### src/hdl/spd_pkg.sv
// Shared types, codes and constants of the sensor packet deframer.
package spd_pkg;

  // Configuration register indexes and widths
  localparam int CFG_W       = 16;
  localparam int CFG_IDX_W   = 1;
  localparam logic [CFG_IDX_W-1:0] REG_SYNC_WORD     = 1'd0;
  localparam logic [CFG_IDX_W-1:0] REG_TIMEOUT_TICKS = 1'd1;

  localparam logic [15:0] SYNC_WORD_RST = 16'hEF01;
  localparam logic [15:0] TIMEOUT_RST   = 16'd1000;

  localparam int BUF_BYTES_DEF = 64;

  // Frame layout: two start bytes, four address bytes, type, two length bytes
  localparam int HEADER_BYTES = 9;
  localparam int LEN_OFFSET   = 8;
  localparam int POS_HUNT     = 0;
  localparam int POS_CODE_LO  = 1;
  localparam int POS_ADDR_FST = 2;
  localparam int POS_ADDR_LST = 5;
  localparam int POS_TYPE     = 6;
  localparam int POS_LEN_HI   = 7;
  localparam int POS_LEN_LO   = 8;

  // Request kinds
  localparam logic REQ_BYTE = 1'b0;
  localparam logic REQ_TICK = 1'b1;

  typedef enum logic [1:0] {
    EV_BODY    = 2'd0,
    EV_OK      = 2'd1,
    EV_BAD     = 2'd2,
    EV_TIMEOUT = 2'd3
  } event_t;

  // Frame holds and tick counter
  typedef struct packed {
    logic [7:0]  type_hold;
    logic [15:0] length_hold;
    logic [31:0] address_hold;
    logic [15:0] tick_count;
  } hold_t;

  // One result beat
  typedef struct packed {
    event_t      event_res;
    logic [7:0]  body_byte;
    logic [5:0]  body_index;
    logic [7:0]  frame_type;
    logic [15:0] frame_length;
    logic [31:0] frame_address;
  } res_beat_t;

endpackage

### src/hdl/spd_if.sv
// Request and result channel interfaces of the sensor packet deframer.
interface spd_req_if;
  logic       valid;
  logic       ready;
  logic       req_type;
  logic [7:0] rx_byte;

  modport source (output valid, output req_type, output rx_byte, input ready);
  modport sink   (input valid, input req_type, input rx_byte, output ready);
endinterface

interface spd_res_if;
  logic        valid;
  logic        ready;
  logic [1:0]  event_res;
  logic [7:0]  body_byte;
  logic [5:0]  body_index;
  logic [7:0]  frame_type;
  logic [15:0] frame_length;
  logic [31:0] frame_address;

  modport source (output valid, output event_res, output body_byte, output body_index,
                  output frame_type, output frame_length, output frame_address,
                  input ready);
  modport sink   (input valid, input event_res, input body_byte, input body_index,
                  input frame_type, input frame_length, input frame_address,
                  output ready);
endinterface

### src/hdl/spd_frame_step.sv
// Per-beat deframing step: next position, holds and result for one request.
module spd_frame_step
  import spd_pkg::*;
#(
  parameter int BUF_BYTES = BUF_BYTES_DEF,
  localparam int POS_W = $clog2(BUF_BYTES)
) (
  input  logic             req_type,
  input  logic [7:0]       rx_byte,
  input  logic [15:0]      sync_word,
  input  logic [15:0]      timeout_ticks,
  input  logic [POS_W-1:0] position,
  input  hold_t            hold,
  output logic [POS_W-1:0] position_next,
  output hold_t            hold_next,
  output res_beat_t        beat,
  output logic             beat_valid
);

  localparam logic [POS_W:0] OVF_POS = (POS_W+1)'(BUF_BYTES - HEADER_BYTES);

  logic [15:0]  tick_inc;
  logic [15:0]  body_pos;
  logic [15:0]  len_pos;
  logic [POS_W:0] pos_adv;
  logic         advance;
  logic         frame_end;

  assign tick_inc = (hold.tick_count == 16'hFFFF) ? hold.tick_count
                                                  : hold.tick_count + 16'd1;
  assign body_pos = 16'(position) - 16'(HEADER_BYTES);
  assign len_pos  = 16'(position) - 16'(LEN_OFFSET);
  assign pos_adv  = {1'b0, position} + (POS_W+1)'(1);

  always_comb begin
    hold_next       = hold;
    position_next   = position;
    beat_valid      = 1'b0;
    beat.event_res  = EV_BODY;
    beat.body_byte  = '0;
    beat.body_index = '0;
    advance         = 1'b0;
    frame_end       = 1'b0;

    if (req_type == REQ_TICK) begin
      hold_next.tick_count = tick_inc;
      if (tick_inc >= timeout_ticks) begin
        beat_valid     = 1'b1;
        beat.event_res = EV_TIMEOUT;
        frame_end      = 1'b1;
      end
    end else begin
      advance = 1'b1;
      case (position) inside
        POS_HUNT: begin
          // drop bytes until the high start byte shows up
          if (rx_byte != sync_word[15:8]) advance = 1'b0;
        end
        POS_CODE_LO: begin
          if (rx_byte != sync_word[7:0]) begin
            beat_valid     = 1'b1;
            beat.event_res = EV_BAD;
            frame_end      = 1'b1;
          end
        end
        [POS_ADDR_FST:POS_ADDR_LST]: begin
          hold_next.address_hold = {hold.address_hold[23:0], rx_byte};
        end
        POS_TYPE: begin
          hold_next.type_hold = rx_byte;
        end
        POS_LEN_HI: begin
          hold_next.length_hold = {rx_byte, 8'd0};
        end
        POS_LEN_LO: begin
          hold_next.length_hold = {hold.length_hold[15:8], rx_byte};
        end
        default: begin
          beat_valid      = 1'b1;
          beat.body_byte  = rx_byte;
          beat.body_index = body_pos[5:0];
          if (len_pos == hold.length_hold) begin
            beat.event_res = EV_OK;
            frame_end      = 1'b1;
          end
        end
      endcase

      if (advance && !frame_end) begin
        if (pos_adv >= OVF_POS) begin
          // overflow replaces any body beat of this byte
          beat_valid      = 1'b1;
          beat.event_res  = EV_BAD;
          beat.body_byte  = '0;
          beat.body_index = '0;
          frame_end       = 1'b1;
        end else begin
          position_next = pos_adv[POS_W-1:0];
        end
      end
    end

    if (frame_end) begin
      position_next        = '0;
      hold_next.tick_count = '0;
    end

    beat.frame_type    = hold_next.type_hold;
    beat.frame_length  = hold_next.length_hold;
    beat.frame_address = hold_next.address_hold;
  end

endmodule

### src/hdl/sensor_packet_deframer_unit.sv
// Top level of the sensor packet deframer: state, config and result register.
//
// Usage:
//   req carries one beat per received UART byte (req_type 0, rx_byte) or per
//   millisecond tick (req_type 1). res carries at most one beat per request:
//   a body byte with its index, frame ok (with the last body byte), bad
//   packet, or timeout, each with the current type, length and address.
//   cfg_we/cfg_index/cfg_data write sync_word (index 0) and timeout_ticks
//   (index 1); write only while the block is idle.
// Timing:
//   A request is decoded in the cycle it is accepted and its result beat
//   sits in the result register on the next cycle. Unless res is stalled,
//   a new request is taken every cycle; the single per-beat state update
//   (position, holds, tick counter) sets that rate of one beat per cycle.
// Reset (rst, synchronous):
//   Clear position to hunting, holds and tick counter to zero, load the
//   default start code 0xEF01 and a timeout of 1000 ticks. No clearing pass.
// Stall:
//   While res is stalled and holds a beat, req.ready drops; requests that
//   wait are neither lost nor reordered.
module sensor_packet_deframer_unit
  import spd_pkg::*;
#(
  parameter int BUF_BYTES = BUF_BYTES_DEF
) (
  input  logic                 clk,
  input  logic                 rst,
  input  logic                 cfg_we,
  input  logic [CFG_IDX_W-1:0] cfg_index,
  input  logic [CFG_W-1:0]     cfg_data,
  spd_req_if.sink              req,
  spd_res_if.source            res
);

  localparam int POS_W = $clog2(BUF_BYTES);
  localparam logic [POS_W:0] OVF_POS = (POS_W+1)'(BUF_BYTES - HEADER_BYTES);

  // Configuration registers
  logic [15:0] sync_word;
  logic [15:0] timeout_ticks;

  // Deframer state
  logic [POS_W-1:0] position;
  hold_t            hold;

  // Step outputs
  logic [POS_W-1:0] position_next;
  hold_t            hold_next;
  res_beat_t        step_beat;
  logic             step_valid;

  // Result register
  logic      res_valid;
  res_beat_t res_beat;

  logic req_acc;

  // Take a request whenever the result register is empty or being drained
  assign req.ready = !res_valid || res.ready;
  assign req_acc   = req.valid && req.ready;

  always_ff @(posedge clk) begin
    if (rst) begin
      sync_word     <= SYNC_WORD_RST;
      timeout_ticks <= TIMEOUT_RST;
    end else if (cfg_we) begin
      case (cfg_index)
        REG_SYNC_WORD:     sync_word     <= cfg_data;
        REG_TIMEOUT_TICKS: timeout_ticks <= cfg_data;
        default: ;
      endcase
    end
  end

  spd_frame_step #(
    .BUF_BYTES (BUF_BYTES)
  ) u_step (
    .req_type      (req.req_type),
    .rx_byte       (req.rx_byte),
    .sync_word     (sync_word),
    .timeout_ticks (timeout_ticks),
    .position      (position),
    .hold          (hold),
    .position_next (position_next),
    .hold_next     (hold_next),
    .beat          (step_beat),
    .beat_valid    (step_valid)
  );

  // Advance state only on an accepted request
  always_ff @(posedge clk) begin
    if (rst) begin
      position <= '0;
      hold     <= '0;
    end else if (req_acc) begin
      position <= position_next;
      hold     <= hold_next;
    end
  end

  // Load a new result beat, or drop the old one once the receiver takes it
  always_ff @(posedge clk) begin
    if (rst) begin
      res_valid <= 1'b0;
    end else if (req_acc && step_valid) begin
      res_valid <= 1'b1;
    end else if (res.ready) begin
      res_valid <= 1'b0;
    end
  end

  always_ff @(posedge clk) begin
    if (req_acc && step_valid) begin
      res_beat <= step_beat;
    end
  end

  assign res.valid         = res_valid;
  assign res.event_res     = res_beat.event_res;
  assign res.body_byte     = res_beat.body_byte;
  assign res.body_index    = res_beat.body_index;
  assign res.frame_type    = res_beat.frame_type;
  assign res.frame_length  = res_beat.frame_length;
  assign res.frame_address = res_beat.frame_address;

  // Position never reaches the overflow point
  a_pos_bound: assert property (@(posedge clk) disable iff (rst)
    ({1'b0, position} < OVF_POS))
    else $error("position past overflow point");

  // A produced result always lands in the result register
  a_res_loaded: assert property (@(posedge clk) disable iff (rst)
    (req_acc && step_valid) |=> res.valid)
    else $error("result beat lost");

  // Every frame end returns to hunting with a cleared tick count
  a_end_clears: assert property (@(posedge clk) disable iff (rst)
    (req_acc && step_valid && step_beat.event_res != EV_BODY)
      |=> (position == '0 && hold.tick_count == 16'd0))
    else $error("frame end did not clear state");

  // A byte that ends nothing leaves the tick count alone
  a_byte_no_tick: assert property (@(posedge clk) disable iff (rst)
    (req_acc && req.req_type == REQ_BYTE &&
     !(step_valid && step_beat.event_res != EV_BODY))
      |=> $stable(hold.tick_count))
    else $error("byte changed tick count");

endmodule

### src/flat_wrapper.sv
// flat-port wrapper written by rule: the top's interface ports become plain ports
module sensor_packet_deframer_unit_flat import spd_pkg::*;
#(
  parameter int BUF_BYTES = BUF_BYTES_DEF
)
  (clk, rst, cfg_we, cfg_index, cfg_data, req_valid, req_req_type, req_rx_byte, req_ready, res_valid, res_event_res, res_body_byte, res_body_index, res_frame_type, res_frame_length, res_frame_address, res_ready);
  spd_req_if req_i ();
  spd_res_if res_i ();
  input  logic clk;
  input  logic rst;
  input  logic cfg_we;
  input  logic [CFG_IDX_W-1:0] cfg_index;
  input  logic [CFG_W-1:0] cfg_data;
  input wire logic [$bits(req_i.valid)-1:0] req_valid;
  input wire logic [$bits(req_i.req_type)-1:0] req_req_type;
  input wire logic [$bits(req_i.rx_byte)-1:0] req_rx_byte;
  output wire logic [$bits(req_i.ready)-1:0] req_ready;
  output wire logic [$bits(res_i.valid)-1:0] res_valid;
  output wire logic [$bits(res_i.event_res)-1:0] res_event_res;
  output wire logic [$bits(res_i.body_byte)-1:0] res_body_byte;
  output wire logic [$bits(res_i.body_index)-1:0] res_body_index;
  output wire logic [$bits(res_i.frame_type)-1:0] res_frame_type;
  output wire logic [$bits(res_i.frame_length)-1:0] res_frame_length;
  output wire logic [$bits(res_i.frame_address)-1:0] res_frame_address;
  input wire logic [$bits(res_i.ready)-1:0] res_ready;
  assign req_i.valid = req_valid;
  assign req_i.req_type = req_req_type;
  assign req_i.rx_byte = req_rx_byte;
  assign req_ready = req_i.ready;
  assign res_valid = res_i.valid;
  assign res_event_res = res_i.event_res;
  assign res_body_byte = res_i.body_byte;
  assign res_body_index = res_i.body_index;
  assign res_frame_type = res_i.frame_type;
  assign res_frame_length = res_i.frame_length;
  assign res_frame_address = res_i.frame_address;
  assign res_i.ready = res_ready;
  sensor_packet_deframer_unit #(.BUF_BYTES(BUF_BYTES)) u_core (.clk(clk), .rst(rst), .cfg_we(cfg_we), .cfg_index(cfg_index), .cfg_data(cfg_data), .req(req_i), .res(res_i));
endmodule
### config.mk
export PLATFORM = sky130hd
export DESIGN_NAME = sensor_packet_deframer_unit_flat
export DESIGN_NICKNAME = d
export VERILOG_FILES = /design/src/hdl/spd_pkg.sv /design/src/hdl/spd_if.sv /design/src/hdl/spd_frame_step.sv /design/src/hdl/sensor_packet_deframer_unit.sv /design/src/flat_wrapper.sv
export SDC_FILE = /design/constraint.sdc
export NUM_CORES = 1
export LEC_CHECK = 0
export ABC_CLOCK_PERIOD_IN_PS = 9090
export BUFFER_PORTS_ARGS = -buffer_cell sky130_fd_sc_hd__buf_2
export CAP_MARGIN = 20
export CELL_PAD_IN_SITES_DETAIL_PLACEMENT = 1
export CELL_PAD_IN_SITES_GLOBAL_PLACEMENT = 1
export CORE_ASPECT_RATIO = 0.8
export CORE_UTILIZATION = 45
export DETAILED_ROUTE_END_ITERATION = 6
export GPL_ROUTABILITY_DRIVEN = 1
export PLACE_DENSITY_LB_ADDON = 0.1
export SLEW_MARGIN = 15
export SYNTH_ARGS = -nofsm -noshare
export SYNTH_HDL_FRONTEND = slang
export SYNTH_SLANG_ARGS = --single-unit
### constraint.sdc
create_clock -name clk -period 9.09 [get_ports clk]
set_input_delay 1.818 -clock clk [delete_from_list [all_inputs] [get_ports clk]]
set_output_delay 1.818 -clock clk [all_outputs]
set_load 0.01 [all_outputs]
; After elaboration in Yosys (flattened, before gate mapping)
; Index checks and enable logic that the tools add are counted.
[word_totals]
regBits = 183
in_bits = 31
out_inout_bits = 74
wordCells = 114
[op_classes]
addsub = 4
n_lt_le_gt_ge = 4
n_eq_ne = 10
muxes = 66
bitwise = 1
reduce_logical = 15
[ops]
columns = operator, count
row1 = 16-bit two-way mux, 10
row2 = 32-bit two-way mux, 3
row3 = 14-bit two-way mux, 6
row4 = 56-bit two-way mux, 1
row5 = 8-bit two-way mux, 5
row6 = 1-bit two-way mux, 28
row7 = 6-bit two-way mux, 4
row8 = 2-bit two-way mux, 9
row9 = 16-bit by 1-bit adder with 16-bit output (second input constant), 1
row10 = 16-bit == test, 1
row11 = 16-bit == test (second input constant), 1
row12 = 16-bit greater-or-equal comparator, 1
row13 = 8-bit != test, 2
row14 = 6-bit by 3-bit == test with 1-bit output (second input constant), 2
row15 = 6-bit by 1-bit adder with 7-bit output (second input constant), 1
row16 = 7-bit by 6-bit greater-or-equal comparator with 1-bit output (second input constant), 1
row17 = 6-bit by 4-bit subtractor with 7-bit output (second input constant), 1
row18 = 6-bit by 1-bit == test with 1-bit output (second input constant), 1
row19 = 6-bit by 4-bit == test with 1-bit output (second input constant), 1
row20 = 6-bit by 2-bit greater-or-equal comparator with 1-bit output (second input constant), 1
row21 = 6-bit by 3-bit less-or-equal comparator with 1-bit output (second input constant), 1
row22 = 6-bit zero test, 1
row23 = 2-bit AND reduction, 3
row24 = 2-bit nonzero test, 3
row25 = 8 further kinds, 12

; Depth between registers and ports, before layout
; Gate-level depths: netlist (run 1).
[depth]
ltp_word = 16
ltp_mapped = 17
mapped_depth_nobuf = 14

; By module
; Synthesis (run 1) repeated with hierarchy kept, for this count alone.
[unflattened]
cells_unflattened = 1014
area_unflattened_um2 = 9960.8
[modules_own_cells]
columns = mod, instances, cells_each, area_each_um2, seq_area_each_um2
row1 = sensor_packet_deframer_unit, 1, 576, 6775.2, 4384.2
row2 = spd_frame_step, 1, 438, 3185.6, 0.0

; Least setup slack after synthesis (run 1)
; OpenSTA, ideal clock, no wires.
[synth_path]
kind = reg-to-reg
startpoint = register, netlist name u_core.hold[7]
endpoint = register u_core.res_beat (netlist bit u_core.res.body_byte[0]), enable pin
setup_ps = 503
t_arrival_ps = 6145
required_time_ps = 8587
setup_slack_ps = 2443
stages_incl_launch_ff = 16
n_path_buf = 1
period_less_slack_ps = 6647
cell_sequence = dfxtp_1 > nand4_1 > or4_1 > clkbuf_1 > nor3_2 > nor3_1 > and4_1 > xor2_1 > ha_1 > a21oi_1 > o21ai_0 > a2111oi_0 > a211oi_1 > or2_2 > a21oi_1 > nor2_1
[synth_via]
elab_chain_len = 6
elab_cells_between_ends = 7
cone_classes = add/sub: 1 / order compare: 1 / eq/ne: 1 / mux: 3 / reduce/logical: 1
[synth_lines]
columns = element, line
row1 = 16-bit by 1-bit adder with 16-bit output / 16-bit == test (equally long branches), "spd_frame_step.sv:30, spd_frame_step.sv:29"
row2 = 16-bit two-way mux *, spd_frame_step.sv:29  ; assign tick_inc = (hold.tick_count == 16'hFFFF) ? hold.tick_count
row3 = 16-bit greater-or-equal comparator *, spd_frame_step.sv:47  ; if (tick_inc >= timeout_ticks) begin
row4 = 1-bit two-way mux *, spd_frame_step.sv:47
row5 = 1-bit two-way mux *, spd_frame_step.sv:45  ; if (req_type == REQ_TICK) begin
row6 = 1-bit logical AND *, sensor_packet_deframer_unit.sv:113  ; if (req_acc && step_valid) begin
row7 = end signal: assignment, sensor_packet_deframer_unit.sv:114  ; res_beat <= step_beat;
row8 = end: declaration, sensor_packet_deframer_unit.sv:54  ; res_beat_t res_beat;
; Mark *: on every way between the ends. The rest lies on a longest branch, timed or not.
; A chain may end at the register's enable or synchronous reset.

; Worst setup path in the final report (run 1)
[layout_path]
startpoint = register, netlist name u_core.hold[7]
endpoint = register u_core.res_beat (netlist bit u_core.res.frame_address[21]), enable pin
[layout_via]
elab_chain_len = 6
elab_cells_between_ends = 7
cone_classes = add/sub: 1 / order compare: 1 / eq/ne: 1 / mux: 3 / reduce/logical: 1
[layout_lines]
columns = element, line
row1 = 16-bit by 1-bit adder with 16-bit output / 16-bit == test (equally long branches), "spd_frame_step.sv:30, spd_frame_step.sv:29"
row2 = 16-bit two-way mux *, spd_frame_step.sv:29
row3 = 16-bit greater-or-equal comparator *, spd_frame_step.sv:47
row4 = 1-bit two-way mux *, spd_frame_step.sv:47
row5 = 1-bit two-way mux *, spd_frame_step.sv:45
row6 = 1-bit logical AND *, sensor_packet_deframer_unit.sv:113
; Marks and branches as above.

==> results of run 1 <==
[stage by stage]
stage / hold WS, ns / utilization, % / total power (µW)
after floorplan: 0.436 / - / 1040
after global placement: 0.448 / 50.0 / 1080
after detailed placement: 0.459 / 50.0 / 1100
after CTS: 0.468 / 53.2 / 1850
after global routing: 0.485 / 53.3 / 1900
final: 0.465 / 53.3 / 1840
[layout by cell type (no fill, tap or decap), types with 9 or more instances in the layout]
master	instances
nand2b_1	16
a31oi_1	14
nand4_1	9
dfxtp_1	111
a22o_1	11
ha_1	25
mux2_2	49
and3_1	15
clkbuf_16	17
o211a_1	9
xnor2_1	26
nor2_1	119
nor3_1	50
mux2i_1	9
nand3b_1	14
nand2_1	95
edfxtp_1	72
inv_1	27
buf_2	104
a21oi_1	40
xor2_1	13
[registers in the layout, indices dropped and copies added, names as in the netlist]
name	count
u_core.res.event_res	2
u_core.res.body_byte	8
u_core.sync_word	16
u_core.res.frame_type	8
u_core.res.valid	1
u_core.res.body_index	6
u_core.res.frame_length	16
u_core.res.frame_address	32
u_core.hold	72
u_core.timeout_ticks	16
u_core.position	6
[per-layer routing]
metal,vias up,track usage (%),wire (µm)
met5,-,0,0
met3,18,3.90,808
met2,144,39.2,10700
met4,0,6.87,267
met1,3221,33.5,10600
li1,3140,-,-
[area by class of cell]
cell class,instances,area [µm²],area share [%]
clock buffer,20,457,4.70
multi-input combinational,592,3740,38.5
timing repair buffer,112,581,5.98
sequential,183,4380,45.1
tap,253,317,3.26
clock inverter,12,139,1.43
inverter,27,101,1.04
[how the worst max path moves through the flow]
stage          slack, ns                           end  cells past startpoint            from
4_1_cts             3.79  u_core.res.frame_address[21]                     15  u_core.hold[7]
5_1_grt             3.39   u_core.res.frame_address[5]                     15  u_core.hold[6]
3_3_place_gp        4.10      u_core.res.frame_type[2]                     15  u_core.hold[3]
3_5_place_dp        3.84  u_core.res.frame_address[16]                     15  u_core.hold[7]
6_report            3.71  u_core.res.frame_address[21]                     15  u_core.hold[7]
2_1_floorplan       2.44       u_core.res.body_byte[0]                     15  u_core.hold[7]
[critical path: cells and delay by family (launching register included)]
family,cells,cell delay [ns]
AND/OR/NAND/NOR,7,2.09
adder cells (fa/ha/maj),1,0.30
flip-flops,1,0.46
AO/OA/AOI/OAI,5,1.14
buffers and inverters,1,0.74
XOR/XNOR,1,0.16
[report_power, final]
| part | switching, µW | internal, µW | total [µW] | leakage (µW) |
|---|---|---|---|---|
| combinational | 102 | 63.7 | 166 | 0.00217 |
| sequential | 24.7 | 889 | 914 | 0.00159 |
| clock | 331 | 425 | 756 | 0.000287 |
[cells by family (layout without fill, tap and decap cells)]
group,count (synthesis),count (layout),synth area share [%]
fa+ha+maj,25,25,3.71
buf+inv,81,171,3.90
simple gates,364,364,20.4
compound gates,106,106,8.34
flops,183,183,52.0
mux,58,58,7.61
xor+xnor,39,39,4.05
==> flow_summary.json, run 1 <==
{
  "start_util_pct": 46.3,
  "synth_nets": 912,
  "io_buffer_count": 104,
  "fin_ws_ns": 3.71,
  "fp-row-count": 44,
  "max_cap_violations": 0,
  "htree_levels": 4,
  "p_leak_uw": 0.00404,
  "hold-path-endpoint": "u_core.timeout_ticks[15]",
  "postCtsSetupBuffers": 0,
  "routed_via_density": 5.44,
  "critPathMaxStageDelay_ns": 0.74,
  "syn_avg_cell_area_um2": 9.85,
  "dp.cells": 1165,
  "synth_flop_cell": "dfxtp_1",
  "diodes": 0,
  "maxSlewHeadroom_pct": 33.6,
  "vias": 6523,
  "yosys.cell_count.top_type": "nor2_1",
  "status": "finished, final reports clean",
  "ctsHoldBuffers": 0,
  "routabilityCongestion": 0.833,
  "dr.pass1.iters": 5,
  "synthTopCellsByArea": "dfxtp_1, edfxtp_1, mux2_2, nor2_1, nand2_1",
  "critPathLaunchType": "flop",
  "die_h_um": 124,
  "max_freq_mhz": 186,
  "grt_max_degree": 87,
  "hold_path.class": "flop to flop",
  "path_common_cell": "a21oi_1",
  "required_ns": 9.14,
  "timing.final.crit_share_pct": 59.2,
  "drv_slew": 0,
  "async_flop_share_pct": 0,
  "r2r-start": "u_core.hold[7]",
  "clkLatencyLatePin_ns": 0.44,
  "syn_area_um2": 8430,
  "drt-total-wl_um": 22400,
  "fillers": 2063,
  "clk_pin_slew_ns": 0.07,
  "synthTopCellsByCount": "nor2_1, dfxtp_1, nand2_1",
  "cts_resized": 0,
  "ff2ff_setup_slack_ns": 3.71,
  "grt_overflow": 0,
  "grt_pass1_vias": 6788,
  "hold_path_depth": 2,
  "synth_seq_cells": 183,
  "cts_sinks": 183,
  "numCtsBuffers": 17,
  "syn_inst": 856,
  "period_minus_slack_ns": 5.38,
  "pre_cts_ws_ns": 3.84,
  "io_pins": 105,
  "finalSetupTns_ns": 0,
  "path_cells": "nand4_1 -> or4_1 -> nor3_2 -> nor3_1 -> and4_1 -> xor2_1 -> ha_1 -> a21oi_1 -> o21ai_0 -> a41oi_1 -> a211oi_1 -> or2_2 -> a21oi_1 -> nor2_4 -> buf_4",
  "wl_per_cell_um": 18.7,
  "rsz0062_at_grt": "no",
  "antenna_found_initial": 0,
  "end_kind": "flop",
  "cts_tree": "built",
  "core-area_um2": 18200,
  "synth_area_leader_cell": "dfxtp_1",
  "power_density_nw_per_um2": 189,
  "grt_use_total_pct": 24.3,
  "die_w_um": 155,
  "cp_max_fo": 69,
  "grt_pass1_wl_um": 36400,
  "drive_gt1_share_pct": 21.6,
  "r2r_cells": 15,
  "drc_errors": 0,
  "yosysSeqAreaShare_pct": 52.0,
  "ys_warn_count": 0,
  "worstPathArrival_ns": 5.43,
  "cp_slowest_cell": "buf_4",
  "yosysTopAreaCellShare_pct": 26.4,
  "synth_enable_flop_cells": 72,
  "drt-initial-drc-count": 403,
  "final_area_um2": 9720,
  "nets": 989,
  "ir_drop_mv": 0.176,
  "holdCritStartpoint": "u_core.timeout_ticks[15]",
  "fin_cells": 1199,
  "cts_root_buffer": "clkbuf_16",
  "ant_nets": 0,
  "worst_pin_slew_ns": 0.997,
  "fin_skew_ns": 0.0156,
  "post_dp_cell_area_um2": 9100,
  "r2r_end": "u_core.res.frame_address[21]",
  "synth_cell_types": 53,
  "clockBufferDepth": 2,
  "hold_viol": 0,
  "hpwlAfterDp_um": 15200,
  "die_area_um2": 19300,
  "synthToLayoutAreaGrowth_pct": 15.3,
  "finalSetupViolations": 0,
  "worstSetupPathType": "flop to flop"
}
(Power assumes the default switching activity.)
==> inputs of run 2 (changes only) <==
--- a/config.mk
+++ b/config.mk
@@ -5,7 +5,7 @@
 export SDC_FILE = /design/constraint.sdc
 export NUM_CORES = 1
 export LEC_CHECK = 0
-export ABC_CLOCK_PERIOD_IN_PS = 9090
+export ABC_CLOCK_PERIOD_IN_PS = 5300
 export BUFFER_PORTS_ARGS = -buffer_cell sky130_fd_sc_hd__buf_2
 export CAP_MARGIN = 20
 export CELL_PAD_IN_SITES_DETAIL_PLACEMENT = 1
==> constraint.sdc (replaced) <==
create_clock -name clk -period 5.3 [get_ports clk]
set_input_delay 1.06 -clock clk [delete_from_list [all_inputs] [get_ports clk]]
set_output_delay 1.06 -clock clk [all_outputs]
set_load 0.01 [all_outputs]
==> run 2 against run 1 <==
Against the previous run: fmax is 11% higher; die area did not move; power grew 71%; sequential share of layout area about the same; clock skew fell by 0.0042 ns; flip-flop and latch count stayed put; clock-buffer cell count decreased by 3; critical path type unchanged; highest routed layer unchanged.
==> flow_summary.json, run 2 (synthesized netlist as in run 1, its figures left out) <==
{
  "hold-path-endpoint": "u_core.timeout_ticks[10]",
  "critPathLaunchType": "flop",
  "fin_skew_ns": 0.0114,
  "cp_max_fo": 72,
  "worstPathArrival_ns": 4.98,
  "clk_pin_slew_ns": 0.07,
  "ir_drop_mv": 0.210,
  "worst_pin_slew_ns": 0.719,
  "vias": 6530,
  "clkLatencyLatePin_ns": 0.45,
  "finalSetupViolations": 0,
  "cts_sinks": 183,
  "ant_nets": 0,
  "r2r_end": "u_core.res.frame_address[14]",
  "r2r_cells": 15,
  "hold_path.class": "flop to flop",
  "drive_gt1_share_pct": 21.9,
  "ctsHoldBuffers": 0,
  "synthToLayoutAreaGrowth_pct": 15.2,
  "clockBufferDepth": 2,
  "hpwlAfterDp_um": 15500,
  "maxSlewHeadroom_pct": 52.1,
  "hold_viol": 0,
  "max_cap_violations": 0,
  "r2r-start": "u_core.hold[3]",
  "io_buffer_count": 104,
  "finalSetupTns_ns": 0,
  "crit_family": "simple AND/OR/NAND/NOR gates",
  "max_freq_mhz": 207,
  "critPathMaxStageDelay_ns": 0.59,
  "drt-total-wl_um": 22500,
  "htree_levels": 4,
  "io_pins": 105,
  "finalPower_uw": 3130,
  "drv_slew": 0,
  "path_common_cell": "a21oi_1",
  "grt_pass1_vias": 6791,
  "grt_pass1_wl_um": 37100,
  "holdCritStartpoint": "u_core.timeout_ticks[10]",
  "postCtsSetupBuffers": 0,
  "mostFrequentLayoutCells": "nor2_1, dfxtp_1, buf_2, nand2_1, edfxtp_1",
  "dr.pass1.iters": 4,
  "fp-row-count": 44,
  "numCtsBuffers": 17,
  "post_dp_cell_area_um2": 9130,
  "largest-register": "u_core.hold",
  "cp_slowest_cell": "or4_1",
  "status": "finished, final reports clean",
  "final_area_um2": 9710,
  "hold_path_depth": 2,
  "routabilityCongestion": 0.834,
  "path_buf_inv": 1,
  "period_minus_slack_ns": 4.83,
  "routed_via_density": 5.45,
  "path_cells": "nand4_1 -> or4_1 -> nor3_2 -> nor3_1 -> and3_1 -> xnor2_1 -> ha_1 -> a21oi_1 -> o21ai_0 -> a2111oi_0 -> a211oi_1 -> or2_2 -> a21oi_1 -> nor2_4 -> buf_12",
  "p_leak_uw": 0.00405,
  "die_h_um": 124,
  "end_kind": "flop",
  "worstSetupPathType": "flop to flop",
  "largest_reg_flops": 72,
  "drt-initial-drc-count": 347,
  "grt_use_total_pct": 24.8,
  "grt_overflow": 0,
  "ff2ff_setup_slack_ns": 0.47,
  "cts_resized": 0,
  "cts_tree": "built",
  "core-area_um2": 18200,
  "cts_root_buffer": "clkbuf_16",
  "grt_max_degree": 73,
  "drc_errors": 0,
  "required_ns": 5.45,
  "start_util_pct": 46.3,
  "rsz0062_at_grt": "no",
  "antenna_found_initial": 0,
  "power_density_nw_per_um2": 322,
  "timing.final.crit_share_pct": 91.1,
  "die_w_um": 155,
  "layout_commonest_cell": "nor2_1",
  "die_area_um2": 19300,
  "wl_per_cell_um": 18.8,
  "diodes": 0,
  "nets": 989
}
-- run 2: final cells by class --
cell class	instances	area, µm²
fill	2090	8510
sequential	183	4380
multi-input combinational	592	3740
timing repair buffer	112	593
clock buffer	17	425
tap	253	317
clock inverter	15	153
inverter	27	101
-- run 2: routing by layer --
layer | track usage [%] | part of all wire (%)
met1 | 34.0 | 47
met5 | 0 | 0
met3 | 4.04 | 4.0
met4 | 7.16 | 1.4
met2 | 40.3 | 47
-- run 2: metrics by stage --
step	util (%)	hold WS (ns)	setup WS [ns]	std cells
floorplan	-	0.436	0.654	856
global route	53.3	0.489	0.121	1199
global placement	50.1	0.448	0.784	1166
detailed placement	50.1	0.452	0.533	1166
CTS	53.2	0.462	0.489	1198
finish	53.3	0.460	0.472	1199
-- run 2: how the worst max path moves through the flow --
| stage | slack (ns) | end | startpoint | depth (start not counted) |
|---|---|---|---|---|
| 2_1_floorplan | 0.65 | u_core.res.body_byte[0] | u_core.hold[7] | 15 |
| 3_3_place_gp | 0.78 | u_core.res.frame_address[30] | u_core.hold[6] | 15 |
| 3_5_place_dp | 0.53 | u_core.res.frame_address[26] | u_core.hold[3] | 15 |
| 4_1_cts | 0.49 | u_core.res.frame_address[14] | u_core.hold[3] | 15 |
| 5_1_grt | 0.12 | u_core.res.frame_address[14] | u_core.hold[2] | 15 |
| 6_report | 0.47 | u_core.res.frame_address[14] | u_core.hold[3] | 15 |
-- run 2: worst reg2reg max path, delay by kind of cell (launching register included) --
kind            cells  cell delay [ns]
compound gates      5             1.24
buf+inv             1             0.21
simple gates        7             2.05
flops               1             0.45
fa+ha+maj           1             0.30
xor+xnor            1             0.21
-- run 2: where the power goes --
group | total, µW | internal [µW] | switching (µW)
clock network | 1280 | 668 | 610
logic | 284 | 110 | 174
registers | 1570 | 1520 | 43.8
